===== src/hw/rtl/mbrrb_pkg.sv =====
`timescale 1ns / 1ps
package mbrrb_pkg;
  localparam int NUM_BANKS = 8;
  localparam int MEMGO_BIT = 19;
  localparam int BIDX_W = 3;

  typedef enum logic [4:0] {
    SEL_SUBBUS = 5'd0, SEL_PM = 5'd1, SEL_START0 = 5'd2, SEL_START1 = 5'd3,
    SEL_EXTS0 = 5'd4, SEL_EXTS1 = 5'd5, SEL_END0 = 5'd6, SEL_END1 = 5'd7,
    SEL_EXTE0 = 5'd8, SEL_EXTE1 = 5'd9, SEL_BANKEN = 5'd10, SEL_PICR0 = 5'd11,
    SEL_PICR1 = 5'd12, SEL_MCCR1 = 5'd13, SEL_MCCR2 = 5'd14, SEL_MCCR3 = 5'd15,
    SEL_MCCR4 = 5'd16
  } sel_t;

  localparam logic CMD_READ  = 1'b0;
  localparam logic CMD_WRITE = 1'b1;
  localparam logic KIND_READ = 1'b0;
  localparam logic KIND_REGION = 1'b1;

  typedef struct packed {
    logic        command;
    logic [4:0]  register_select;
    logic [31:0] write_value;
  } req_t;

  typedef struct packed {
    logic        result_kind;
    logic [31:0] read_data;
    logic [29:0] region_start;
    logic [30:0] region_bytes;
    logic        last_region;
    logic        overlap_seen;
  } rsp_t;

  typedef struct packed {
    logic [7:0]  enable;
    logic [31:0] start_lo0, start_lo1, start_ext0, start_ext1;
    logic [31:0] end_lo0, end_lo1, end_ext0, end_ext1;
  } bank_cfg_t;
endpackage


===== src/hw/rtl/memory_bank_register_region_builder.sv =====
`timescale 1ns / 1ps
// channel | dir | handshake          | payload
// in_     | in  | in_valid/in_ready  | mbrrb_pkg::req_t
// out_    | out | out_valid/out_ready| mbrrb_pkg::rsp_t
// A read is captured into the output register; other writes update the register file.
// A memory-go write runs up to 9 passes (a scan of all 8 banks in the
// shared compare unit, then merge; one pass per usable bank plus a closing
// pass) and, if a region is open, an emit step; output stalls can hold a merge or the emit.
// in_ready is low during a build and while a result waits unaccepted.
// Reset is synchronous; the register file clears to zero.
module memory_bank_register_region_builder (
  input  logic              clk,
  input  logic              rst_n,
  input  logic              in_valid,
  output logic              in_ready,
  input  mbrrb_pkg::req_t   in_data,
  output logic              out_valid,
  input  logic              out_ready,
  output mbrrb_pkg::rsp_t   out_data
);
  import mbrrb_pkg::*;

  logic [15:0] pm_low_r;
  logic [7:0] pm_mid_r, odc_r, en_r;
  logic [31:0] sl_r [2];
  logic [31:0] se_r [2];
  logic [31:0] el_r [2];
  logic [31:0] ee_r [2];
  logic [31:0] picr_r [2];
  logic [31:0] mccr_r [4];
  logic rd_valid_r;
  logic [31:0] rd_data_r;

  logic bld_busy, bld_valid, bld_start, acc;
  rsp_t bld_rsp;
  bank_cfg_t cfg;
  logic [31:0] rval;
  logic [31:0] go_mask;

  assign go_mask = 32'd1 << MEMGO_BIT;
  assign in_ready = !bld_busy && !rd_valid_r;
  assign acc = in_valid && in_ready;
  assign bld_start = acc && in_data.command == CMD_WRITE && in_data.register_select == SEL_MCCR1
    && ((in_data.write_value & ~mccr_r[0] & go_mask) != 32'd0);

  assign cfg = '{enable: en_r, start_lo0: sl_r[0], start_lo1: sl_r[1],
                 start_ext0: se_r[0], start_ext1: se_r[1], end_lo0: el_r[0],
                 end_lo1: el_r[1], end_ext0: ee_r[0], end_ext1: ee_r[1]};

  always_comb begin
    case (in_data.register_select)
      SEL_PM: rval = {odc_r, pm_mid_r, pm_low_r};
      SEL_START0, SEL_START1: rval = sl_r[in_data.register_select[0]];
      SEL_EXTS0, SEL_EXTS1: rval = se_r[in_data.register_select[0]];
      SEL_END0, SEL_END1: rval = el_r[in_data.register_select[0]];
      SEL_EXTE0, SEL_EXTE1: rval = ee_r[in_data.register_select[0]];
      SEL_BANKEN: rval = {24'd0, en_r};
      SEL_PICR0: rval = picr_r[0];
      SEL_PICR1: rval = picr_r[1];
      SEL_MCCR1: rval = mccr_r[0];
      SEL_MCCR2: rval = mccr_r[1];
      SEL_MCCR3: rval = mccr_r[2];
      SEL_MCCR4: rval = mccr_r[3];
      default: rval = 32'd0;
    endcase
  end

  always_ff @(posedge clk) begin
    if (!rst_n) begin
      pm_low_r <= '0; pm_mid_r <= '0; odc_r <= '0; en_r <= '0;
      sl_r <= '{default: '0}; se_r <= '{default: '0};
      el_r <= '{default: '0}; ee_r <= '{default: '0};
      picr_r <= '{default: '0}; mccr_r <= '{default: '0};
      rd_valid_r <= 1'b0;
    end else begin
      if (rd_valid_r && out_ready) rd_valid_r <= 1'b0;
      if (acc && in_data.command == CMD_READ) begin
        rd_valid_r <= 1'b1;
        rd_data_r <= rval;
      end
      if (acc && in_data.command == CMD_WRITE) begin
        case (in_data.register_select)
          SEL_PM: begin
            pm_low_r <= in_data.write_value[15:0];
            pm_mid_r <= in_data.write_value[23:16];
            odc_r <= in_data.write_value[31:24];
          end
          SEL_START0, SEL_START1: sl_r[in_data.register_select[0]] <= in_data.write_value;
          SEL_EXTS0, SEL_EXTS1: se_r[in_data.register_select[0]] <= in_data.write_value;
          SEL_END0, SEL_END1: el_r[in_data.register_select[0]] <= in_data.write_value;
          SEL_EXTE0, SEL_EXTE1: ee_r[in_data.register_select[0]] <= in_data.write_value;
          SEL_BANKEN: en_r <= in_data.write_value[7:0];
          SEL_PICR0: picr_r[0] <= in_data.write_value;
          SEL_PICR1: picr_r[1] <= in_data.write_value;
          SEL_MCCR1: mccr_r[0] <= in_data.write_value;
          SEL_MCCR2: mccr_r[1] <= in_data.write_value;
          SEL_MCCR3: mccr_r[2] <= in_data.write_value;
          SEL_MCCR4: mccr_r[3] <= in_data.write_value;
          default: ;
        endcase
      end
    end
  end

  mbrrb_builder u_bld (
    .clk(clk), .rst_n(rst_n), .start(bld_start), .cfg(cfg), .busy(bld_busy),
    .rsp_valid(bld_valid), .rsp_ready(out_ready), .rsp(bld_rsp)
  );

  assign out_valid = rd_valid_r || bld_valid;
  always_comb begin
    if (rd_valid_r) begin
      out_data = '0;
      out_data.result_kind = KIND_READ;
      out_data.read_data = rd_data_r;
    end else begin
      out_data = bld_rsp;
    end
  end

  a_excl: assert property (@(posedge clk) disable iff (!rst_n)
    !(rd_valid_r && bld_valid)) else $error("two sources");
  a_no_accept_busy: assert property (@(posedge clk) disable iff (!rst_n)
    bld_busy |-> !in_ready) else $error("accept during build");
  a_rd_hold: assert property (@(posedge clk) disable iff (!rst_n)
    rd_valid_r && !out_ready |=> rd_valid_r && $stable(rd_data_r)) else $error("read lost");
endmodule


===== src/hw/rtl/mbrrb_builder.sv =====
`timescale 1ns / 1ps
module mbrrb_builder (
  input  logic                 clk,
  input  logic                 rst_n,
  input  logic                 start,
  input  mbrrb_pkg::bank_cfg_t cfg,
  output logic                 busy,
  output logic                 rsp_valid,
  input  logic                 rsp_ready,
  output mbrrb_pkg::rsp_t      rsp
);
  import mbrrb_pkg::*;

  // Repeated min search: each pass scans all banks (one per cycle) for the
  // smallest unused start, then merges it into the open region or opens a new one.
  typedef enum logic [3:0] {
    ST_IDLE = 4'b0001, ST_SCAN = 4'b0010, ST_MERGE = 4'b0100, ST_EMIT = 4'b1000
  } state_t;

  state_t state_r, state_nxt;
  logic [NUM_BANKS-1:0] used_r;
  logic [BIDX_W-1:0] idx_r;
  logic found_r;
  logic [BIDX_W-1:0] best_r;
  logic [29:0] best_st_r, best_en_r;
  logic have_r, ovl_r;
  logic [29:0] rs_r, re_r;
  logic pend_r;
  logic [29:0] pst_r, pen_r;
  logic plast_r, povl_r;

  logic [1:0] ext_s, ext_e;
  logic [7:0] lo_s, lo_e;
  logic [29:0] cur_st, cur_en;
  logic cur_ok;
  logic [2:0] lane;

  assign lane = idx_r;
  always_comb begin
    if (!lane[2]) begin
      ext_s = cfg.start_ext0[{lane[1:0], 3'b000} +: 2];
      ext_e = cfg.end_ext0[{lane[1:0], 3'b000} +: 2];
      lo_s  = cfg.start_lo0[{lane[1:0], 3'b000} +: 8];
      lo_e  = cfg.end_lo0[{lane[1:0], 3'b000} +: 8];
    end else begin
      ext_s = cfg.start_ext1[{lane[1:0], 3'b000} +: 2];
      ext_e = cfg.end_ext1[{lane[1:0], 3'b000} +: 2];
      lo_s  = cfg.start_lo1[{lane[1:0], 3'b000} +: 8];
      lo_e  = cfg.end_lo1[{lane[1:0], 3'b000} +: 8];
    end
    cur_st = {ext_s, lo_s, 20'h00000};
    cur_en = {ext_e, lo_e, 20'hFFFFF};
    cur_ok = cfg.enable[idx_r] && !used_r[idx_r] && !(cur_en < cur_st);
  end

  logic last_idx;
  assign last_idx = (idx_r == BIDX_W'(NUM_BANKS - 1));
  logic [30:0] re_p1;
  assign re_p1 = {1'b0, re_r} + 31'd1;

  logic merge_hit, can_load, load_pend;
  assign merge_hit = have_r && ({1'b0, best_st_r} <= re_p1);
  assign can_load = !pend_r || rsp_ready;
  assign load_pend = (state_r == ST_MERGE && found_r && !merge_hit && have_r && can_load)
                     || (state_r == ST_EMIT && can_load);

  always_comb begin
    state_nxt = state_r;
    case (state_r)
      ST_IDLE:  if (start) state_nxt = ST_SCAN;
      ST_SCAN:  if (last_idx) state_nxt = ST_MERGE;
      ST_MERGE: if (!found_r && have_r) state_nxt = ST_EMIT;
                else if (!found_r) state_nxt = ST_IDLE;
                else if (have_r && {1'b0, best_st_r} > re_p1 && pend_r && !rsp_ready)
                  state_nxt = ST_MERGE;
                else state_nxt = ST_SCAN;
      ST_EMIT:  if (!pend_r || rsp_ready) state_nxt = ST_IDLE;
      default:  state_nxt = ST_IDLE;
    endcase
  end

  logic take;
  assign take = pend_r && rsp_ready;

  always_ff @(posedge clk) begin
    if (!rst_n) begin
      state_r <= ST_IDLE;
      pend_r <= 1'b0;
      have_r <= 1'b0;
      found_r <= 1'b0;
      used_r <= '0;
      idx_r <= '0;
      ovl_r <= 1'b0;
    end else begin
      state_r <= state_nxt;
      if (load_pend) pend_r <= 1'b1;
      else if (take) pend_r <= 1'b0;
      case (state_r)
        ST_IDLE: begin
          used_r <= '0;
          have_r <= 1'b0;
          ovl_r <= 1'b0;
          idx_r <= '0;
          found_r <= 1'b0;
        end
        ST_SCAN: begin
          if (cur_ok && (!found_r || cur_st < best_st_r)) begin
            found_r <= 1'b1;
            best_r <= idx_r;
            best_st_r <= cur_st;
            best_en_r <= cur_en;
          end
          idx_r <= last_idx ? '0 : idx_r + 1'b1;
        end
        ST_MERGE: begin
          if (found_r) begin
            if (merge_hit) begin
              if (best_st_r <= re_r) ovl_r <= 1'b1;
              if (best_en_r > re_r) re_r <= best_en_r;
              used_r[best_r] <= 1'b1;
              found_r <= 1'b0;
            end else if (!have_r || can_load) begin
              if (have_r) begin
                pst_r <= rs_r;
                pen_r <= re_r;
                plast_r <= 1'b0;
                povl_r <= 1'b0;
              end
              have_r <= 1'b1;
              rs_r <= best_st_r;
              re_r <= best_en_r;
              used_r[best_r] <= 1'b1;
              found_r <= 1'b0;
            end
          end
        end
        ST_EMIT: begin
          if (can_load) begin
            pst_r <= rs_r;
            pen_r <= re_r;
            plast_r <= 1'b1;
            povl_r <= ovl_r;
            have_r <= 1'b0;
          end
        end
        default: ;
      endcase
    end
  end

  logic [30:0] size;
  assign size = {1'b0, pen_r} - {1'b0, pst_r} + 31'd1;
  assign busy = (state_r != ST_IDLE) || pend_r;
  assign rsp_valid = pend_r;
  always_comb begin
    rsp = '0;
    rsp.result_kind = KIND_REGION;
    rsp.region_start = pst_r;
    rsp.region_bytes = size;
    rsp.last_region = plast_r;
    rsp.overlap_seen = povl_r;
  end

  a_last_flag: assert property (@(posedge clk) disable iff (!rst_n)
    rsp_valid && !rsp.last_region |-> !rsp.overlap_seen) else $error("overlap off last");
  a_no_start_busy: assert property (@(posedge clk) disable iff (!rst_n)
    state_r != ST_IDLE |-> busy) else $error("busy low");
  a_hold: assert property (@(posedge clk) disable iff (!rst_n)
    rsp_valid && !rsp_ready |=> rsp_valid && $stable(pst_r)) else $error("region dropped");
endmodule


===== config.mk =====
export PLATFORM = sky130hd
export DESIGN_NAME = memory_bank_register_region_builder
export DESIGN_NICKNAME = d
export VERILOG_FILES = /design/src/hw/rtl/mbrrb_pkg.sv /design/src/hw/rtl/memory_bank_register_region_builder.sv /design/src/hw/rtl/mbrrb_builder.sv
export SDC_FILE = /design/constraint.sdc
export NUM_CORES = 1
export LEC_CHECK = 0
export BUFFER_PORTS_ARGS = -buffer_cell sky130_fd_sc_hd__buf_2
export CAP_MARGIN = 20
export CORE_MARGIN = 3
export CORE_UTILIZATION = 30
export CTS_CLUSTER_SIZE = 10
export DETAILED_ROUTE_END_ITERATION = 8
export PLACE_DENSITY_LB_ADDON = 0.12
export SLEW_MARGIN = 20
export SYNTH_ARGS = -nofsm -noshare
export SYNTH_HDL_FRONTEND = slang
export SYNTH_SLANG_ARGS = --single-unit
export TNS_END_PERCENT = 50

===== constraint.sdc =====
create_clock -name clk -period 7.19 [get_ports clk]
set_clock_uncertainty 0.05 [all_clocks]
set_input_delay 0 -clock clk [delete_from_list [all_inputs] [get_ports clk]]
set_output_delay 0 -clock clk [all_outputs]
set_load 0.01 [all_outputs]

# Word level (Yosys, flattened, before mapping)
# Cells that the tools add are included.
[word_totals]
elab_cells = 255
output_inout_bits = 98
register_bits = 665
[op_classes]
n_bitwise = 6
mux = 84
n_eq_ne = 34
n_reduce_logical = 72
n_shift = 8
order_cmp = 11
add_sub_neg = 4
[op_table]
columns = ["cell", "n"]
rows = [
  ["$mux 32", 13],
  ["$mux 30", 13],
  ["$pmux 32 s12", 1],
  ["$bwmux 64", 4],
  ["$shiftx 32x6->2", 4],
  ["$shiftx 32x6->8", 4],
  ["$pmux 30 s2", 2],
  ["$mux 96", 1],
  ["$lt 30x30->1", 2],
  ["$eq 5x4->1 const B", 8],
  ["$mux 8", 5],
  ["$demux 32 s1", 1],
  ["$add 30x1->31 const B", 1],
  ["$add 31x1->31 const B", 1],
  ["$gt 30x31->1", 1],
  ["$le 30x31->1", 1],
  ["$sub 30x30->31", 1],
  ["$gt 30x30->1", 1],
  ["$le 30x30->1", 1],
  ["$reduce_and 2->1", 14],
  ["$mux 1", 24],
  ["$logic_and 1x1->1", 23],
  ["$and 20x20->20", 1],
  ["$eq 5x3->1 const B", 4],
  ["other kinds (40)", 88],
]

# Depth between registers and ports, before layout
[depth]
depth_word = 10
mapped_depth = 14
mapped_depth_nobuf = 12

# Cells and area by module
# From an unflattened synthesis, not the netlist that was laid out.
[unflattened]
hier_cells = 3423
area_unflattened_um2 = 30531.8
[modules_own_cells]
columns = ["module", "area_per_inst_um2", "n_inst", "cells_each", "seq_area_each_um2"]
rows = [
  ["memory_bank_register_region_builder", 23841.6, 1, 2837, 10750.3],
  ["mbrrb_builder", 6690.2, 1, 586, 2332.2],
]

# Least setup slack after synthesis
# Ideal clock, no wire load.
[synth_timing]
path_type = "reg2reg"
start = "reg u_bld.re_r[22]"
end = "reg u_bld.pen_r[20], enable pin"
required_time_ns = 6.618
path_slack_ns = 1.013
setup_ns = 0.522
stages_incl_launch_ff = 12
path_buffers = 0
arrival_ns = 5.606
cell_sequence = "edfxtp_1 -> and4_1 -> and4_1 -> nand3_1 -> xnor2_1 -> ha_1 -> nand3_1 -> nor2_1 -> a221o_1 -> o21ai_0 -> and2_1 -> a2111oi_0"
[synth_via]
elab_chain_len = 5
[synth_lines]
columns = ["element", "line_no", "rtl"]
rows = [
  ["from (decl)", "mbrrb_builder.sv:27", "logic [29:0] rs_r, re_r;"],
  ["from (signal assigned)", "mbrrb_builder.sv:119", "if (best_en_r > re_r) re_r <= best_en_r;"],
  ["from (signal assigned)", "mbrrb_builder.sv:131", "re_r <= best_en_r;"],
  ["$add 30x1->31", "mbrrb_builder.sv:59", "assign re_p1 = {1'b0, re_r} + 31'd1;"],
  ["$le 30x31->1", "mbrrb_builder.sv:62", "assign merge_hit = have_r && ({1'b0, best_st_r} <= re_p1);"],
  ["$logic_and 1x1->1", "mbrrb_builder.sv:62", ""],
  ["$ne 2x2->1 (no line)", "-", ""],
  ["$reduce_and 7->1 (no line)", "-", ""],
  ["to (signal assigned)", "mbrrb_builder.sv:125", "pen_r <= re_r;"],
  ["to (signal assigned)", "mbrrb_builder.sv:140", "pen_r <= re_r;"],
  ["to (decl)", "mbrrb_builder.sv:29", "logic [29:0] pst_r, pen_r;"],
]
# Every way passes these cells.
# A chain may end at the register's enable or synchronous reset.

# Worst setup path after layout
[layout_timing]
start = "reg u_bld.idx_r[0]"
end = "reg u_bld.best_en_r[20], enable pin"
[layout_via]
elab_chain_len = 7
[layout_lines]
columns = ["element", "line_no", "rtl"]
rows = [
  ["from (decl)", "mbrrb_builder.sv:22", "logic [BIDX_W-1:0] idx_r;"],
  ["from (signal assigned)", "mbrrb_builder.sv:113", "idx_r <= last_idx ? '0 : idx_r + 1'b1;"],
  ["$shiftx 32x6->8, on equally long branches", "mbrrb_builder.sv:43, mbrrb_builder.sv:48", ""],
  ["$mux 8 (*)", "mbrrb_builder.sv:40", "if (!lane[2]) begin"],
  ["via u_bld.lo_s[2]", "mbrrb_builder.sv:33", "logic [7:0] lo_s, lo_e;"],
  ["$lt 30x30->1", "mbrrb_builder.sv:53", "cur_ok = cfg.enable[idx_r] && !used_r[idx_r] && !(cur_en < cur_st);"],
  ["$logic_not 1->1", "mbrrb_builder.sv:53", ""],
  ["$logic_and 1x1->1", "mbrrb_builder.sv:53", ""],
  ["$logic_and 1x1->1 (*)", "mbrrb_builder.sv:107", "if (cur_ok && (!found_r || cur_st < best_st_r)) begin"],
  ["$reduce_and 3->1 (no line) (*)", "-", ""],
  ["to (signal assigned)", "mbrrb_builder.sv:111", "best_en_r <= cur_en;"],
  ["to (decl)", "mbrrb_builder.sv:25", "logic [29:0] best_st_r, best_en_r;"],
]
# The timed path passes the listed nets; every way through them passes the cells marked *. The select of a mux whose other input is x is not followed.

==> reports/results.tsv <==
metric	value	unit
kind of critical path	reg2reg	
DRC	0	
Post-CTS Setup Bufs	0	
EDFF count, synth	97	
Cell Area, Synth	0.0278	mm2
top-area cell type share of the netlist area	36.6	%
Register Area	0.0131	mm2
LEAKAGE	10.8	nW
die area	0.0964	mm2
ys flop type	dfxtp_1	
Min-Delay Path Class	in2reg	
io pins	140	
largest net degree at the start of global routing	213	
Async S/R FF share, synth	0	%
# fillers	9347	
gr ovfl total	0	
Slew HR	9.03	%
total power draw	7.36	mW
final worst setup slack	2.86	ns
Die Ht	310	um
area leader, netlist	dfxtp_1	
synthesized area per cell	8.48	um2
Diodes inserted	0	
DR WL/cell	25.4	um
Routed WL	116	mm
Ys Warns	0	
status	complete, no violations	
Layout area overhead	14.4	%
sequential share of the synthesized area	47.1	%
final net count	3396	
gr usage total	23.7	%
H-tree levels	3	
post-synth cell types	71	
CTS Root Cell	clkbuf_16	
final count of hold timing violations	0	
Worst Setup Start Kind	register	
initial antenna violation count	2	
Detail Route Antenna Nets	0	
most frequent cells after synthesis	1050 x nand2_1, 529 x a21oi_1, 508 x dfxtp_1, 184 x clkbuf_1, 97 x edfxtp_1	
multi-input logic area	0.0134	mm2
Post-DP HPWL	75.5	mm
# setup viols final	0	
Initial Utilization	30.3	%
routing usage on met2	39.7	%
CTS buffer count	73	
final setup TNS	0	ns
worst skew pair latency	0.64	ns
most numerous cell in the Yosys netlist	nand2_1	
Max Transition Viols Final	0	
hold slack	0.0205	ns
gp weighted congestion	0.877	
CTS tree	done	
Die Wd	310	um
Sinks on Clock Net	605	
post-CTS resize count	0	
CP endpoint kind	register	
vias post-DR	24600	
Hold Buf Count CTS	36	
Post-Synthesis Cells	3279	
Power Density	231	mW/mm2
met1 Track Usage GR	30.9	%
DRT iter0 DRCs	2361	
grt peak-use layer	met2	
met3 usage	2.89	%
RSZ-0062 raised after global routing	false	
DR pass1 iterations	6	
actual slew at the worst max-slew pin	1.36	ns
Reg clk slew, reported paths	0.06	ns
Worst EP required	7.40	ns
Port Buf Inserts	99	
max frequency	0.231	GHz
max_cap viols	0	
post-place setup slack	2.52	ns
Vias/cell	5.37	
final cycle utilization of the critical path	60.3	%
fin crit period	4.33	ns
first-pass GRT wire length	167	mm
# rows	111	
clk buf depth	3	
number of global-route vias before repair	23600	
Worst Path Arrival	4.54	ns
largest fanout on the critical path	38	
Core ar.	0.0918	mm2
#FFs+latches synth	605	
synth top area cells	dfxtp_1 37%, nand2_1 14%, edfxtp_1 10%, a21oi_1 9.5%, mux4_2 4.8%	
worst vdd ir	0.144	mV
fraction of layout cells with a size suffix above 1	11.4	%
-- kinds of logic (layout without fill, tap and decap cells) --
group | after synthesis | in the layout | share of synthesized area (%)
AO/OA/AOI/OAI | 785 | 785 | 16.3
XOR/XNOR | 13 | 13 | 0.409
adder cells (fa/ha/maj) | 72 | 72 | 3.27
buffers and inverters | 365 | 375 | 5.82
flip-flops | 605 | 605 | 47.1
multiplexers | 142 | 142 | 7.86
other | 1 | 40 | 0.0135
AND/OR/NAND/NOR | 1296 | 1296 | 19.3
-- flip-flops by register name (all words and copies together), names as in the netlist, 3 cells and up --
name	cells
u_bld.re_r	10
u_bld.pen_r	10
u_bld.best_r	3
pm_low_r	16
u_bld.best_st_r	10
u_bld.rs_r	10
u_bld.state_r	4
rd_data_r	32
picr_r	64
cfg	256
u_bld.best_en_r	10
mccr_r	128
odc_r	8
u_bld.pst_r	10
u_bld.idx_r	3
pm_mid_r	8
u_bld.used_r	8
en_r	8
-- through the flow --
| stage | instance area, um2 | utilization [%] | instances |
|---|---|---|---|
| CTS | 31800 | 34.6 | 4570 |
| global route | 31800 | 34.7 | 4571 |
| global placement | 29200 | 31.8 | 4411 |
| floorplan | 28000 | - | 3318 |
| finish | 31800 | 34.7 | 4571 |
| detailed placement | 29200 | 31.9 | 4413 |
-- placed cells by master, fill, tap and decap left out, types with 53 or more instances in the layout --
cell type     n
a21oi_1     529
a22oi_1      61
buf_2        98
buf_4        61
clkbuf_16    77
dfxtp_1     505
edfxtp_1     97
ha_1         71
inv_1        53
mux2i_1      62
mux4_2       59
nand2_1    1049
nor2_1       58
o21ai_0      61
-- routing by layer --
metal / wire length (um) / share of wire (%)
met2: 55300 / 48
met1: 48900 / 42
met3: 7230 / 6.2
met5: 13 / 0.011
met4: 4510 / 3.9
-- power by group --
part | internal, mW | switching (mW)
registers | 3.45 | 0.0125
logic | 0.0855 | 0.285
clock network | 2.05 | 1.48
-- critical path, cell delays in order (launching register included) --
cell and delay [ns]:
dfxtp_4 0.77, buf_4 0.42, mux4_2 0.55, mux2i_1 0.25, inv_1 0.13, ha_1 0.21
a21oi_1 0.15, nor2b_1 0.06, o21ai_0 0.14, a21oi_1 0.10, o311ai_1 0.24, a21boi_1 0.10
and4b_2 0.72
-- final timing paths --
check,slack [ns],to,cells after the start,start
max,2.86,u_bld.best_en_r[20],12,u_bld.idx_r[0]
min,0.02,rd_data_r[4],3,in_data[37]
max reg2reg,2.86,u_bld.best_en_r[20],12,u_bld.idx_r[0]
min reg2reg,0.37,u_bld.pst_r[24],0,u_bld.rs_r[24]
-- final cells by class --
cell class                      count  share of cell area, %
Timing Repair Buffer              200                   4.37
Tap cell                         1243                   4.89
Sequential cell                   605                   41.1
Inverter                           54                  0.661
Clock inverter                      2                 0.0550
Multi-Input combinational cell   2348                   42.1
Clock buffer                      119                   6.83
Power figures use the tool's default switching activity.
